File: src/sv/u8d_pkg.sv
package u8d_pkg;

    localparam int OFFSET_BITS = 32;
    localparam int OUT_OFF_W   = 32;
    localparam int CP_W        = 21;
    localparam int BUF_DEPTH   = 4;
    localparam int FIFO_DEPTH  = 4;
    localparam int FIFO_AW     = 2;
    localparam int FIFO_CW     = 3;

    // byte classes, worked out on entry
    typedef logic [2:0] cls_t;
    localparam cls_t CLS_ASCII = 3'd0;
    localparam cls_t CLS_LEAD2 = 3'd1;
    localparam cls_t CLS_LEAD3 = 3'd2;
    localparam cls_t CLS_LEAD4 = 3'd3;
    localparam cls_t CLS_CONT  = 3'd4;
    localparam cls_t CLS_BAD   = 3'd5;

    // result kinds
    typedef logic [2:0] kind_t;
    localparam kind_t KIND_CP         = 3'd0;
    localparam kind_t KIND_INCOMPLETE = 3'd1;
    localparam kind_t KIND_MISSING    = 3'd2;
    localparam kind_t KIND_OVERLONG   = 3'd3;
    localparam kind_t KIND_UNEXP_CONT = 3'd4;
    localparam kind_t KIND_BAD_LEAD   = 3'd5;

    localparam logic [CP_W-1:0] BOM_CP = 21'h00FEFF;

    typedef struct packed {
        logic [7:0] data;
        logic       eos;
        cls_t       cls;
    } entry_t;

    typedef struct packed {
        kind_t                  kind;
        logic [CP_W-1:0]        cp;
        logic [OFFSET_BITS-1:0] off;
    } result_t;

    function automatic cls_t classify(input logic [7:0] b);
        cls_t c;
        if ((b & 8'h80) == 8'h00) begin
            c = CLS_ASCII;
        end else if ((b & 8'hE0) == 8'hC0) begin
            c = CLS_LEAD2;
        end else if ((b & 8'hF0) == 8'hE0) begin
            c = CLS_LEAD3;
        end else if ((b & 8'hF8) == 8'hF0) begin
            c = CLS_LEAD4;
        end else if ((b & 8'hC0) == 8'h80) begin
            c = CLS_CONT;
        end else begin
            c = CLS_BAD;
        end
        return c;
    endfunction

    // sequence length of a lead; 0 for bytes that cannot lead
    function automatic logic [2:0] lead_len(input cls_t c);
        logic [2:0] l;
        case (c)
            CLS_ASCII: l = 3'd1;
            CLS_LEAD2: l = 3'd2;
            CLS_LEAD3: l = 3'd3;
            CLS_LEAD4: l = 3'd4;
            default:   l = 3'd0;
        endcase
        return l;
    endfunction

endpackage

File: src/sv/u8d_front.sv
module u8d_front (
    input  logic            aclk,
    input  logic            aresetn,
    input  logic            s_valid,
    output logic            s_ready,
    input  logic [7:0]      s_in_byte,
    input  logic            s_end_of_stream,
    output logic            q_valid,
    output u8d_pkg::entry_t q_entry,
    input  logic            q_pop
);
    import u8d_pkg::*;

    entry_t              entries_reg [FIFO_DEPTH];
    logic [FIFO_AW-1:0]  wr_ptr_reg, wr_ptr_next;
    logic [FIFO_AW-1:0]  rd_ptr_reg, rd_ptr_next;
    logic [FIFO_CW-1:0]  count_reg, count_next;
    logic                push;
    logic                pop;

    assign s_ready = (count_reg != FIFO_CW'(FIFO_DEPTH));
    assign q_valid = (count_reg != '0);
    assign q_entry = entries_reg[rd_ptr_reg];
    assign push    = s_valid && s_ready;
    assign pop     = q_pop && q_valid;

    always_comb begin
        wr_ptr_next = push ? wr_ptr_reg + 1'b1 : wr_ptr_reg;
        rd_ptr_next = pop ? rd_ptr_reg + 1'b1 : rd_ptr_reg;
        count_next  = count_reg + FIFO_CW'(push) - FIFO_CW'(pop);
    end

    always_ff @(posedge aclk) begin
        if (!aresetn) begin
            wr_ptr_reg <= '0;
            rd_ptr_reg <= '0;
            count_reg  <= '0;
        end else begin
            wr_ptr_reg <= wr_ptr_next;
            rd_ptr_reg <= rd_ptr_next;
            count_reg  <= count_next;
        end
    end

    // classify on the way in so the decoder sees the class ready-made
    always_ff @(posedge aclk) begin
        if (push) begin
            entries_reg[wr_ptr_reg] <= '{data: s_in_byte, eos: s_end_of_stream,
                                         cls: classify(s_in_byte)};
        end
    end

endmodule

File: src/sv/u8d_back.sv
module u8d_back (
    input  logic                           aclk,
    input  logic                           aresetn,
    input  logic                           q_valid,
    input  u8d_pkg::entry_t                q_entry,
    output logic                           q_pop,
    output logic                           m_valid,
    input  logic                           m_ready,
    output logic [2:0]                     m_kind,
    output logic [u8d_pkg::CP_W-1:0]       m_code_point,
    output logic [u8d_pkg::OUT_OFF_W-1:0]  m_byte_offset,
    output logic                           m_last_result
);
    import u8d_pkg::*;

    // working buffer: waiting bytes plus the newly loaded one
    logic [7:0]             bytes_reg [BUF_DEPTH];
    logic [7:0]             bytes_next [BUF_DEPTH];
    cls_t                   cls_reg [BUF_DEPTH];
    cls_t                   cls_next [BUF_DEPTH];
    logic [2:0]             n_reg, n_next;
    logic                   busy_reg, busy_next;
    logic                   eos_reg, eos_next;
    logic [OFFSET_BITS-1:0] off_reg, off_next;
    logic                   start_reg, start_next;
    // one result held back until it is known whether another follows
    result_t                hold_reg, hold_next;
    logic                   hold_valid_reg, hold_valid_next;
    result_t                out_reg, out_next;
    logic                   out_last_reg, out_last_next;
    logic                   out_valid_reg, out_valid_next;

    logic [2:0]             len;
    logic                   cont_ok;
    logic [CP_W-1:0]        cp_val;
    logic                   overlong;
    logic                   gen;
    kind_t                  kind;
    logic [2:0]             cons;
    logic                   bom;
    logic                   end_step;
    logic                   need_out;
    logic                   out_free;
    logic                   go;
    logic [2:0]             src;

    always_comb begin
        len     = lead_len(cls_reg[0]);
        cont_ok = (len < 3'd2 || cls_reg[1] == CLS_CONT)
               && (len < 3'd3 || cls_reg[2] == CLS_CONT)
               && (len < 3'd4 || cls_reg[3] == CLS_CONT);
        case (len)
            3'd1:    cp_val = {14'd0, bytes_reg[0][6:0]};
            3'd2:    cp_val = {10'd0, bytes_reg[0][4:0], bytes_reg[1][5:0]};
            3'd3:    cp_val = {5'd0, bytes_reg[0][3:0], bytes_reg[1][5:0],
                               bytes_reg[2][5:0]};
            3'd4:    cp_val = {bytes_reg[0][2:0], bytes_reg[1][5:0],
                               bytes_reg[2][5:0], bytes_reg[3][5:0]};
            default: cp_val = '0;
        endcase
        case (len)
            3'd2:    overlong = cp_val < 21'h80;
            3'd3:    overlong = cp_val < 21'h800;
            3'd4:    overlong = cp_val < 21'h10000;
            default: overlong = 1'b0;
        endcase
    end

    // one decode step per cycle on the lead at the head of the buffer, unless the output stalls
    always_comb begin
        gen      = 1'b0;
        kind     = KIND_CP;
        cons     = 3'd0;
        bom      = 1'b0;
        end_step = 1'b0;
        if (busy_reg) begin
            if (n_reg == 3'd0) begin
                end_step = 1'b1;
            end else if (cls_reg[0] == CLS_CONT) begin
                gen  = 1'b1;
                kind = KIND_UNEXP_CONT;
                cons = 3'd1;
            end else if (cls_reg[0] == CLS_BAD) begin
                gen  = 1'b1;
                kind = KIND_BAD_LEAD;
                cons = 3'd1;
            end else if (len > n_reg) begin
                if (!eos_reg) begin
                    end_step = 1'b1;
                end else begin
                    gen  = 1'b1;
                    kind = KIND_INCOMPLETE;
                    cons = 3'd1;
                end
            end else if (!cont_ok) begin
                gen  = 1'b1;
                kind = KIND_MISSING;
                cons = 3'd1;
            end else if (overlong) begin
                gen  = 1'b1;
                kind = KIND_OVERLONG;
                cons = 3'd1;
            end else if (start_reg && len == 3'd3 && cp_val == BOM_CP) begin
                bom  = 1'b1;
                cons = 3'd3;
            end else begin
                gen  = 1'b1;
                kind = KIND_CP;
                cons = len;
            end
        end
    end

    assign need_out = hold_valid_reg && (gen || end_step);
    assign out_free = !out_valid_reg || m_ready;
    assign go       = !need_out || out_free;

    always_comb begin
        src             = '0;
        bytes_next      = bytes_reg;
        cls_next        = cls_reg;
        n_next          = n_reg;
        busy_next       = busy_reg;
        eos_next        = eos_reg;
        off_next        = off_reg;
        start_next      = start_reg;
        hold_next       = hold_reg;
        hold_valid_next = hold_valid_reg;
        out_next        = out_reg;
        out_last_next   = out_last_reg;
        out_valid_next  = out_valid_reg && !m_ready;
        q_pop           = 1'b0;
        if (go) begin
            if (need_out) begin
                out_next       = hold_reg;
                out_last_next  = end_step;
                out_valid_next = 1'b1;
            end
            if (gen) begin
                hold_next       = '{kind: kind,
                                    cp: (kind == KIND_CP) ? cp_val : '0,
                                    off: off_reg};
                hold_valid_next = 1'b1;
                start_next      = 1'b0;
            end
            if (bom) begin
                start_next = 1'b0;
            end
            // drop consumed bytes from the head
            for (int i = 0; i < BUF_DEPTH; i++) begin
                src = 3'(i) + cons;
                if (src < 3'(BUF_DEPTH)) begin
                    bytes_next[i] = bytes_reg[src[1:0]];
                    cls_next[i]   = cls_reg[src[1:0]];
                end
            end
            n_next   = n_reg - cons;
            off_next = off_reg + OFFSET_BITS'(cons);
            if (end_step) begin
                hold_valid_next = 1'b0;
                busy_next       = 1'b0;
                if (eos_reg) begin
                    n_next     = 3'd0;
                    off_next   = '0;
                    start_next = 1'b1;
                end
            end
            // next word loads in the same cycle a step closes
            if ((!busy_reg || end_step) && q_valid) begin
                q_pop                  = 1'b1;
                bytes_next[n_next[1:0]] = q_entry.data;
                cls_next[n_next[1:0]]   = q_entry.cls;
                n_next                 = n_next + 3'd1;
                eos_next               = q_entry.eos;
                busy_next              = 1'b1;
            end
        end
    end

    always_ff @(posedge aclk) begin
        if (!aresetn) begin
            n_reg          <= '0;
            busy_reg       <= 1'b0;
            eos_reg        <= 1'b0;
            off_reg        <= '0;
            start_reg      <= 1'b1;
            hold_valid_reg <= 1'b0;
            out_valid_reg  <= 1'b0;
        end else begin
            n_reg          <= n_next;
            busy_reg       <= busy_next;
            eos_reg        <= eos_next;
            off_reg        <= off_next;
            start_reg      <= start_next;
            hold_valid_reg <= hold_valid_next;
            out_valid_reg  <= out_valid_next;
        end
    end

    always_ff @(posedge aclk) begin
        bytes_reg    <= bytes_next;
        cls_reg      <= cls_next;
        hold_reg     <= hold_next;
        out_reg      <= out_next;
        out_last_reg <= out_last_next;
    end

    assign m_valid       = out_valid_reg;
    assign m_kind        = out_reg.kind;
    assign m_code_point  = out_reg.cp;
    assign m_byte_offset = OUT_OFF_W'(out_reg.off);
    assign m_last_result = out_last_reg;

endmodule

File: src/sv/utf8_decoder_with_error_report.sv
// UTF-8 stream decoder with error reporting.
// Input channel (s_*): one byte per word, s_end_of_stream marks the final
// byte of a stream. Output channel (m_*): one result per word, a code point
// or an error kind, with the offset of its lead byte; m_last_result flags
// the last result caused by an input byte. Bytes that complete nothing
// yield no word at all.
//
// Structure: a 4-deep input queue classifies each byte as it enters; the
// decoder behind it holds up to three waiting bytes plus the new one and
// resolves one lead per cycle unless the output is stalled. Each result sits
// in a hold register until the decoder knows whether another follows, then
// moves to the output register.
//
// The decoder takes the next byte from the queue only once it has resolved
// every lead the previous byte allowed (results plus a dropped BOM).
// Reset (aresetn low, synchronous) empties queue and buffer and zeroes the
// offset. When m_ready is low the decoder stops once the output and hold
// registers are both full; the queue keeps taking up to four words.
module utf8_decoder_with_error_report (
    input  logic                           aclk,
    input  logic                           aresetn,
    input  logic                           s_valid,
    output logic                           s_ready,
    input  logic [7:0]                     s_in_byte,
    input  logic                           s_end_of_stream,
    output logic                           m_valid,
    input  logic                           m_ready,
    output logic [2:0]                     m_kind,
    output logic [u8d_pkg::CP_W-1:0]       m_code_point,
    output logic [u8d_pkg::OUT_OFF_W-1:0]  m_byte_offset,
    output logic                           m_last_result
);
    import u8d_pkg::*;

    logic   q_valid;
    entry_t q_entry;
    logic   q_pop;

    // front: queue + byte classification
    u8d_front u_front (
        .aclk            (aclk),
        .aresetn         (aresetn),
        .s_valid         (s_valid),
        .s_ready         (s_ready),
        .s_in_byte       (s_in_byte),
        .s_end_of_stream (s_end_of_stream),
        .q_valid         (q_valid),
        .q_entry         (q_entry),
        .q_pop           (q_pop)
    );

    // back: sequence decode, offset tracking, result staging
    u8d_back u_back (
        .aclk          (aclk),
        .aresetn       (aresetn),
        .q_valid       (q_valid),
        .q_entry       (q_entry),
        .q_pop         (q_pop),
        .m_valid       (m_valid),
        .m_ready       (m_ready),
        .m_kind        (m_kind),
        .m_code_point  (m_code_point),
        .m_byte_offset (m_byte_offset),
        .m_last_result (m_last_result)
    );

endmodule

File: config.mk
export PLATFORM = sky130hd
export DESIGN_NAME = utf8_decoder_with_error_report
export DESIGN_NICKNAME = d
export VERILOG_FILES = /design/src/sv/u8d_pkg.sv /design/src/sv/u8d_front.sv /design/src/sv/u8d_back.sv /design/src/sv/utf8_decoder_with_error_report.sv
export SDC_FILE = /design/constraint.sdc
export NUM_CORES = 1
export LEC_CHECK = 0
export BUFFER_PORTS_ARGS = -buffer_cell sky130_fd_sc_hd__buf_2
export CAP_MARGIN = 25
export CORE_MARGIN = 2
export CORE_UTILIZATION = 35
export CTS_CLUSTER_SIZE = 40
export DETAILED_ROUTE_END_ITERATION = 10
export GPL_TIMING_DRIVEN = 0
export PLACE_DENSITY_LB_ADDON = 0.08
export SKIP_CTS_REPAIR_TIMING = 1
export SYNTH_ARGS = -nofsm -noshare
export SYNTH_HDL_FRONTEND = slang
export SYNTH_HIERARCHICAL = 1
export SYNTH_SLANG_ARGS = --single-unit
File: constraint.sdc
create_clock -name aclk -period 6.8 [get_ports aclk]
set_input_delay 1.36 -clock aclk [delete_from_list [all_inputs] [get_ports aclk]]
set_output_delay 1.36 -clock aclk [all_outputs]
set_load 0.02 [all_outputs]
==> impl_metrics.tcl, run 1 <==
set metrics [dict create \
    drt_drc_violations_left 0 \
    insertedDiodeCount 0 \
    crit_arrival_ns 6.35 \
    worst-slew-pin-transition_ns 0.871 \
    cts_sinks 246 \
    largest_register_ff_count 56 \
    via_per_inst 5.43 \
    critical_path_required_ns 7.10 \
    setup_viol 0 \
    p_per_area_nw_per_um2 451 \
    stdcell_area_um2 13200 \
    antenna_found_initial 0 \
    max_freq_ghz 0.165 \
    insertion_delay_ns 0.55 \
    hpwl_mm 19.2 \
    syn_avg_cell_area_um2 12.5 \
    yosysWarnings 6 \
    via_count 7794 \
    hold_slack_ns 0.417 \
    layout_common_cells "edfxtp_1 (197), nand2_1 (102), buf_2 (87)" \
    initial_utilization_pct 35.7 \
    grt_pass1_vias 7391 \
    firstDrtPassIters 5 \
    placed_area_um2 12300 \
    routed_wirelength_mm 27.7 \
    area_growth_syn_to_layout_pct 16.2 \
    finalHoldViolations 0 \
    hold_depth 0 \
    ant_nets 0 \
    cts_tree "done" \
    cp_max_fo 12 \
    fin_skew_ns 0.0155 \
    synth_nets 942 \
    power_leakage_uw 0.00452 \
    synth_cells 907 \
    reg2reg_depth 23 \
    wire_per_inst_um 19.3 \
    cts_buffers 27 \
    fillers 3007 \
    fp.dieW_um 184 \
    clockBufferDepth 3 \
    final_common_cell "edfxtp_1" \
    min_period_ns 6.05 \
    ctsRootBufferMaster "clkbuf_16" \
    io_pins 72 \
    syn-cell-area_um2 11300 \
    grt_usage_pct 16.4 \
    hp-class "flop to flop" \
    relSlewSlack_pct 41.9 \
    layout.nets 1048 \
    rows 65 \
    htreeDepth 1 \
    regArea_um2 6900 \
    cap_violations 0 \
    grt_max_degree 47 \
    coreArea_um2 31700 \
    ir_drop_mv 0.255 \
    place_congestion 0.841 \
    drt_iter0_drc 593 \
    rsz0062_at_grt "no" \
    status "completed" \
    setup.worst_path.start_class "flop" \
    total_power_uw 5930 \
    worstSetupPathType "flop to flop" \
    multi_input_comb_area_um2 4090 \
    die_h_um 184 \
    io_buffers 71 \
    crit_path_end_kind "flop" \
    grt_pass1_wl_mm 43.9 \
    slew_violations 0 \
    finalCritPeriodShare_pct 88.9 \
    drive_gt1_share_pct 18.0 \
    dieArea_um2 33800 \
    grt_overflow 0 \
    path_clk_slew_ns 0.06 \
]
## worst max-delay path, cell delays in order, from the launching register on
cell      delay, ns
edfxtp_1       0.33
buf_4          0.17
buf_2          0.22
buf_2          0.31
xnor2_1        0.18
nor2_1         0.07
ha_1           0.31
and3_1         0.18
a21oi_1        0.15
buf_1          0.41
a21o_1         0.22
o31ai_2        0.16
inv_2          0.23
buf_2          0.35
ha_1           0.20
inv_1          0.05
fa_1           0.49
nand2_1        0.12
ha_1           0.23
and3_1         0.16
buf_1          0.21
nor3_2         0.69
a31oi_1        0.18
o221a_1        0.17
## report_power, final
part | switching [uW] | total [uW] | internal, uW
clock | 605 | 1450 | 849
combinational | 1260 | 2090 | 831
sequential | 273 | 2390 | 2110
total | 2130 | 5930 | 3790
## worst paths after layout
kind	start	endpoint	slack (ns)
hold reg to reg	u_back/hold_reg[50]	u_back/m_code_point[18]	0.42
setup reg to reg	u_back/cls_reg[10]	u_back/bytes_reg[22]	0.75
setup / recovery	u_back/cls_reg[10]	u_back/bytes_reg[22]	0.75
hold / removal	u_back/hold_reg[50]	u_back/m_code_point[18]	0.42
## through the flow
stage / utilization (%) / setup WS (ns) / std cells / setup TNS, ns
after floorplan: - / 0.174 / 907 / 0
after global placement: 38.4 / -2.45 / 1380 / -168.38
after detailed placement: 38.7 / 0.836 / 1386 / 0
after CTS: 41.5 / 0.819 / 1436 / 0
after global routing: 41.5 / 0.208 / 1436 / 0
final: 41.5 / 0.754 / 1436 / 0
## cell type report
cell class / count / share of cell area, %
multi-input cells: 581 / 31.1
flip-flops and latches: 246 / 52.4
repair buffers: 77 / 3.28
clock buffers: 32 / 5.28
plain buffers: 51 / 1.84
clock inverters: 18 / 1.44
well taps: 402 / 3.82
inverters: 29 / 0.837
## per-layer routing
layer	track usage, %	routed length [um]	up-vias
met1	25.0	13700	3795
met3	2.46	1580	39
met2	24.4	11900	228
li1	-	-	3732
met4	4.26	490	0
met5	0	0	-
(Power assumes the default switching activity.)
==> inputs of run 2 (changes only) <==
--- a/config.mk
+++ b/config.mk
@@ -5,12 +5,12 @@
 export SDC_FILE = /design/constraint.sdc
 export NUM_CORES = 1
 export LEC_CHECK = 0
-export BUFFER_PORTS_ARGS = -buffer_cell sky130_fd_sc_hd__buf_2
 export CAP_MARGIN = 25
 export CORE_MARGIN = 2
 export CORE_UTILIZATION = 35
 export CTS_CLUSTER_SIZE = 40
 export DETAILED_ROUTE_END_ITERATION = 10
+export DONT_BUFFER_PORTS = 1
 export GPL_TIMING_DRIVEN = 0
 export PLACE_DENSITY_LB_ADDON = 0.08
 export SKIP_CTS_REPAIR_TIMING = 1
==> impl_metrics.tcl, run 2 (synthesized netlist as in run 1, its figures left out) <==
set metrics [dict create \
    status "completed" \
    fillers 3018 \
    reg2reg_depth 20 \
    initial_utilization_pct 35.7 \
    setup_viol 0 \
    insertedDiodeCount 0 \
    cts_tree "done" \
    p_seq_share_pct 40.2 \
    power_leakage_uw 0.00427 \
    via_count 7408 \
    grt_pass1_wl_mm 43.9 \
    stdcell_area_um2 12900 \
    final_common_cell "edfxtp_1" \
    hp-class "flop to flop" \
    layout_common_cells "edfxtp_1 (197), nand2_1 (102), a21oi_1 (57)" \
    rr_endpoint "u_back/off_reg[14]" \
    fin_skew_ns 0.0104 \
    grt_usage_pct 16.6 \
    dp.cells 1315 \
    power.internal_uw 3890 \
    ctsRootBufferMaster "clkbuf_16" \
    finalCritPeriodShare_pct 88.1 \
    grt_max_degree 47 \
    comb_power_share_pct 33.5 \
    insertion_delay_ns 0.56 \
    relSlewSlack_pct 42.2 \
    rows 65 \
    die_h_um 184 \
    worst-slew-pin-transition_ns 0.865 \
    clockPowerShare_pct 26.2 \
    ant_nets 0 \
    crit_path_end_kind "flop" \
    rr_startpoint "u_back/cls_reg[10]" \
    p_sw_share_pct 35.4 \
    antenna_found_initial 0 \
    min_to "u_back/m_byte_offset[13]" \
    layout.nets 978 \
    drt_iter0_drc 577 \
    finalHoldViolations 0 \
    hold_slack_ns 0.417 \
    drt_drc_violations_left 0 \
    drive_gt1_share_pct 12.2 \
    wire_per_inst_um 20.2 \
    cp_max_fo 12 \
    critical_path_required_ns 7.28 \
    largest_register_ff_count 56 \
    cts_sinks 246 \
    switchingPower_uw 2130 \
    regArea_um2 6900 \
    p_per_area_nw_per_um2 467 \
    finalNonFillerCells 1366 \
    grt_overflow 0 \
    coreArea_um2 31700 \
    min_period_ns 5.99 \
    io_buffers 0 \
    io_pins 72 \
    final_util_pct 40.6 \
    setup.worst_path.start_class "flop" \
    hold_start "u_back/hold_reg[13]" \
    max_freq_ghz 0.167 \
    cts_buffers 28 \
    slew_violations 0 \
    firstDrtPassIters 5 \
    hpwl_mm 19.2 \
    hold_depth 0 \
    area_growth_syn_to_layout_pct 13.8 \
    fp.dieW_um 184 \
    via_per_inst 5.42 \
    path_clk_slew_ns 0.06 \
    rsz0062_at_grt "no" \
    routed_wirelength_mm 27.5 \
    placed_area_um2 11900 \
    crit_arrival_ns 6.47 \
    cap_violations 0 \
    final.setup.tns_ns 0 \
    clockBufferDepth 3 \
    grt_pass1_vias 7264 \
    multi_input_comb_area_um2 4090 \
    place_congestion 0.826 \
    worstSetupPathType "flop to flop" \
    ir_drop_mv 0.211 \
    rrSetupSlack_ns 0.81 \
    htreeDepth 1 \
    dieArea_um2 33800 \
]
==> run 2: changes by cell type in the layout (fill, tap and decap cells not counted), sizes merged <==
cell	previous run	this run
buf	102	31
bufinv	3	5
clkbuf	58	62
clkinv	13	8
==> run 2: worst max path at each step <==
| stage | start | endpoint |
|---|---|---|
| after floorplan | u_back/cls_reg[10] | u_back/hold_reg[0] |
| after detailed placement | u_back/cls_reg[10] | u_back/bytes_reg[18] |
| after global placement | u_back/cls_reg[10] | u_back/hold_reg[38] |
| final | u_back/cls_reg[10] | u_back/off_reg[14] |
| after CTS | u_back/cls_reg[10] | u_back/bytes_reg[18] |
| after global routing | u_back/cls_reg[10] | u_back/bytes_reg[17] |
==> run 2: metrics by stage <==
| stage | power [uW] | setup slack, ns |
|---|---|---|
| after detailed placement | 4470 | 0.886 |
| after CTS | 6070 | 0.866 |
| after floorplan | 3860 | 0.174 |
| after global placement | 4460 | -2.40 |
| after global routing | 6410 | 0.425 |
| final | 6020 | 0.807 |
==> run 2: area by class of cell <==
class / instances / area share [%]
Tap cell: 402 / 3.90
Clock buffer: 36 / 5.75
Inverter: 29 / 0.855
Timing Repair Buffer: 6 / 0.592
Sequential cell: 246 / 53.5
Multi-Input combinational cell: 581 / 31.7
Clock inverter: 15 / 1.75
Buffer: 51 / 1.87
==> run 2: routing by layer <==
metal / up-vias / share of wire, % / track usage [%]
met3: 40 / 5.2 / 2.85
met4: 0 / 2.0 / 4.26
li1: 3579 / - / -
met1: 3567 / 50 / 25.6
met2: 222 / 43 / 23.9
met5: - / 0 / 0
==> run 2: worst max-delay path: stages, from the launching register on <==
cell,delay (ns)
edfxtp_1,0.32
buf_4,0.16
buf_2,0.22
buf_2,0.32
xnor2_1,0.18
nor2_1,0.08
ha_1,0.31
and3_1,0.15
a21oi_1,0.05
buf_1,0.25
a21o_1,0.27
o31ai_2,0.55
inv_2,0.24
buf_2,0.28
ha_1,0.25
fa_1,0.42
a21oi_1,0.44
clkbuf_1,0.54
clkbuf_1,0.58
o31ai_1,0.15
a21oi_1,0.15
==> run 2: power by group through the flow <==
stage | combinational, uW | clock [uW] | sequential [uW]
after floorplan | 1520 | 0 | 2340
after global placement | 1980 | 0 | 2470
after detailed placement | 2020 | 0 | 2450
after CTS | 2030 | 1630 | 2420
after global routing | 2260 | 1680 | 2470
final | 2020 | 1580 | 2420
==> inputs of run 3 (changes only) <==
--- a/config.mk
+++ b/config.mk
@@ -6,6 +6,7 @@
 export NUM_CORES = 1
 export LEC_CHECK = 0
 export CAP_MARGIN = 25
+export CORE_ASPECT_RATIO = 0.7
 export CORE_MARGIN = 2
 export CORE_UTILIZATION = 35
 export CTS_CLUSTER_SIZE = 40
==> impl_metrics.tcl, run 3 (synthesized netlist as in run 1, its figures left out) <==
set metrics [dict create \
    cp_max_fo 12 \
    hold_depth 0 \
    initial_utilization_pct 35.3 \
    worst-slew-pin-transition_ns 0.988 \
    grt_pass1_vias 7441 \
    max_freq_ghz 0.158 \
    cp.depth 23 \
    io_buffers 0 \
    clockBufferDepth 3 \
    drt_drc_violations_left 0 \
    layout_common_cells "edfxtp_1 (197), nand2_1 (102), a21oi_1 (57)" \
    ant_nets 0 \
    finalHoldViolations 0 \
    wire_per_inst_um 22.1 \
    rows 55 \
    rsz0062_at_grt "no" \
    routed_wirelength_mm 30.7 \
    io_pins 72 \
    ir_drop_mv 0.172 \
    status "completed" \
    grt_pass1_wl_mm 46.9 \
    cts_buffers 26 \
    dp.cells 1341 \
    die_h_um 154 \
    worstSetupPathType "flop to flop" \
    hold_slack_ns 0.415 \
    finalNonFillerCells 1389 \
    slew_violations 0 \
    slowest_delay_ns 0.78 \
    cp_top_family "buffers and inverters" \
    htreeDepth 1 \
    ctsRootBufferMaster "clkbuf_16" \
    fin_ws_ns 0.481 \
    post-place-ws_ns 0.625 \
    fillers 3102 \
    hp-class "flop to flop" \
    path_buf_inv 8 \
    drive_gt1_share_pct 12.3 \
    hpwl_mm 20.8 \
    area_growth_syn_to_layout_pct 13.4 \
    path_clk_slew_ns 0.07 \
    rr_startpoint "u_back/cls_reg[10]" \
    antenna_found_initial 0 \
    coreArea_um2 32100 \
    crit_chain "buf_4, buf_2, buf_2, xnor2_1, nor2_1, ha_1, and3_1, a21oi_1, buf_1, a21o_1, o31ai_2, inv_2, buf_2, ha_1, inv_1, fa_1, nand2_1, ha_1, and3_1, buf_1, nor3_2, a31oi_1, o221a_1" \
    grt_overflow 0 \
    rrSetupSlack_ns 0.48 \
    fp.dieW_um 219 \
    crit_start "u_back/cls_reg[10]" \
    grt_max_degree 47 \
    via_count 7783 \
    cts_tree "done" \
    final_common_cell "edfxtp_1" \
    insertion_delay_ns 0.55 \
    p_per_area_nw_per_um2 465 \
    finalCritPeriodShare_pct 92.9 \
    dieArea_um2 33800 \
    cts_sinks 246 \
    rr_endpoint "u_back/bytes_reg[18]" \
    layout.nets 977 \
    setup.worst_path.start_class "flop" \
    relSlewSlack_pct 34.2 \
    via_per_inst 5.60 \
    slowest_stage "nor3_2" \
    place_congestion 0.818 \
    crit_end "u_back/bytes_reg[18]" \
    reg2reg_depth 23 \
    cap_violations 0 \
    hold_start "u_back/hold_reg[49]" \
    insertedDiodeCount 0 \
    firstDrtPassIters 5 \
    crit_path_end_kind "flop" \
    critical_path_required_ns 7.09 \
    grt_usage_pct 18.2 \
    crit_arrival_ns 6.60 \
    fin_skew_ns 0.0163 \
    drt_iter0_drc 784 \
    min_period_ns 6.32 \
    setup_viol 0 \
    power_leakage_uw 0.00426 \
    largest_register_ff_count 56 \
]
## run 3: cell count changes in the layout (fill, tap and decap cells not counted), sizes merged
cell	change
clkinvlp	-2
clkbuf	-2
clkinv	+5
buf	+1
bufinv	-4
## run 3: worst min-delay path by stage
stage	endpoint	slack, ns
3_3_place_gp	u_back/m_byte_offset[6]	0.40
4_1_cts	u_back/m_code_point[17]	0.42
3_5_place_dp	u_back/m_byte_offset[6]	0.41
6_report	u_back/m_code_point[17]	0.41
5_1_grt	u_back/m_byte_offset[3]	0.43
2_1_floorplan	u_back/m_byte_offset[0]	0.40
## run 3: final cells by class
type | count | area (um^2) | share of cell area [%]
clock inverters | 14 | 104 | 0.809
well taps | 427 | 534 | 4.16
multi-input cells | 581 | 4090 | 31.8
flip-flops and latches | 246 | 6900 | 53.7
clock buffers | 34 | 763 | 5.94
inverters | 29 | 110 | 0.857
repair buffers | 7 | 104 | 0.809
plain buffers | 51 | 241 | 1.88
## run 3: worst register-to-register path: stages, from the launching register on
cell and delay [ns]:
edfxtp_1 0.32, buf_4 0.17, buf_2 0.23, buf_2 0.31
xnor2_1 0.18, nor2_1 0.07, ha_1 0.30, and3_1 0.18
a21oi_1 0.15, buf_1 0.44, a21o_1 0.25, o31ai_2 0.19
inv_2 0.27, buf_2 0.38, ha_1 0.21, inv_1 0.05
fa_1 0.50, nand2_1 0.12, ha_1 0.22, and3_1 0.16
buf_1 0.23, nor3_2 0.79, a31oi_1 0.17, o221a_1 0.18
## run 3: through the flow
| step | area (um^2) | power, uW | utilization (%) | TNS, ns |
|---|---|---|---|---|
| 2_1_floorplan | 11300 | 3860 | - | 0 |
| 6_report | 12800 | 5970 | 40.0 | 0 |
| 4_1_cts | 12800 | 5990 | 40.0 | 0 |
| 5_1_grt | 12800 | 6330 | 40.0 | 0 |
| 3_3_place_gp | 11900 | 4530 | 37.0 | -175.19 |
| 3_5_place_dp | 12000 | 4530 | 37.3 | 0 |
## run 3: report_power, final
group | internal (uW) | switching [uW] | leakage [uW] | total [uW]
logic | 814 | 1290 | 0.00159 | 2110
clock network | 830 | 608 | 0.000429 | 1440
registers | 2120 | 307 | 0.00223 | 2420
## run 3: per-layer routing
layer	track usage [%]	routed length (um)
met5	0	0
met4	4.57	625
met3	3.72	2380
met2	23.8	11800
met1	30.0	15900
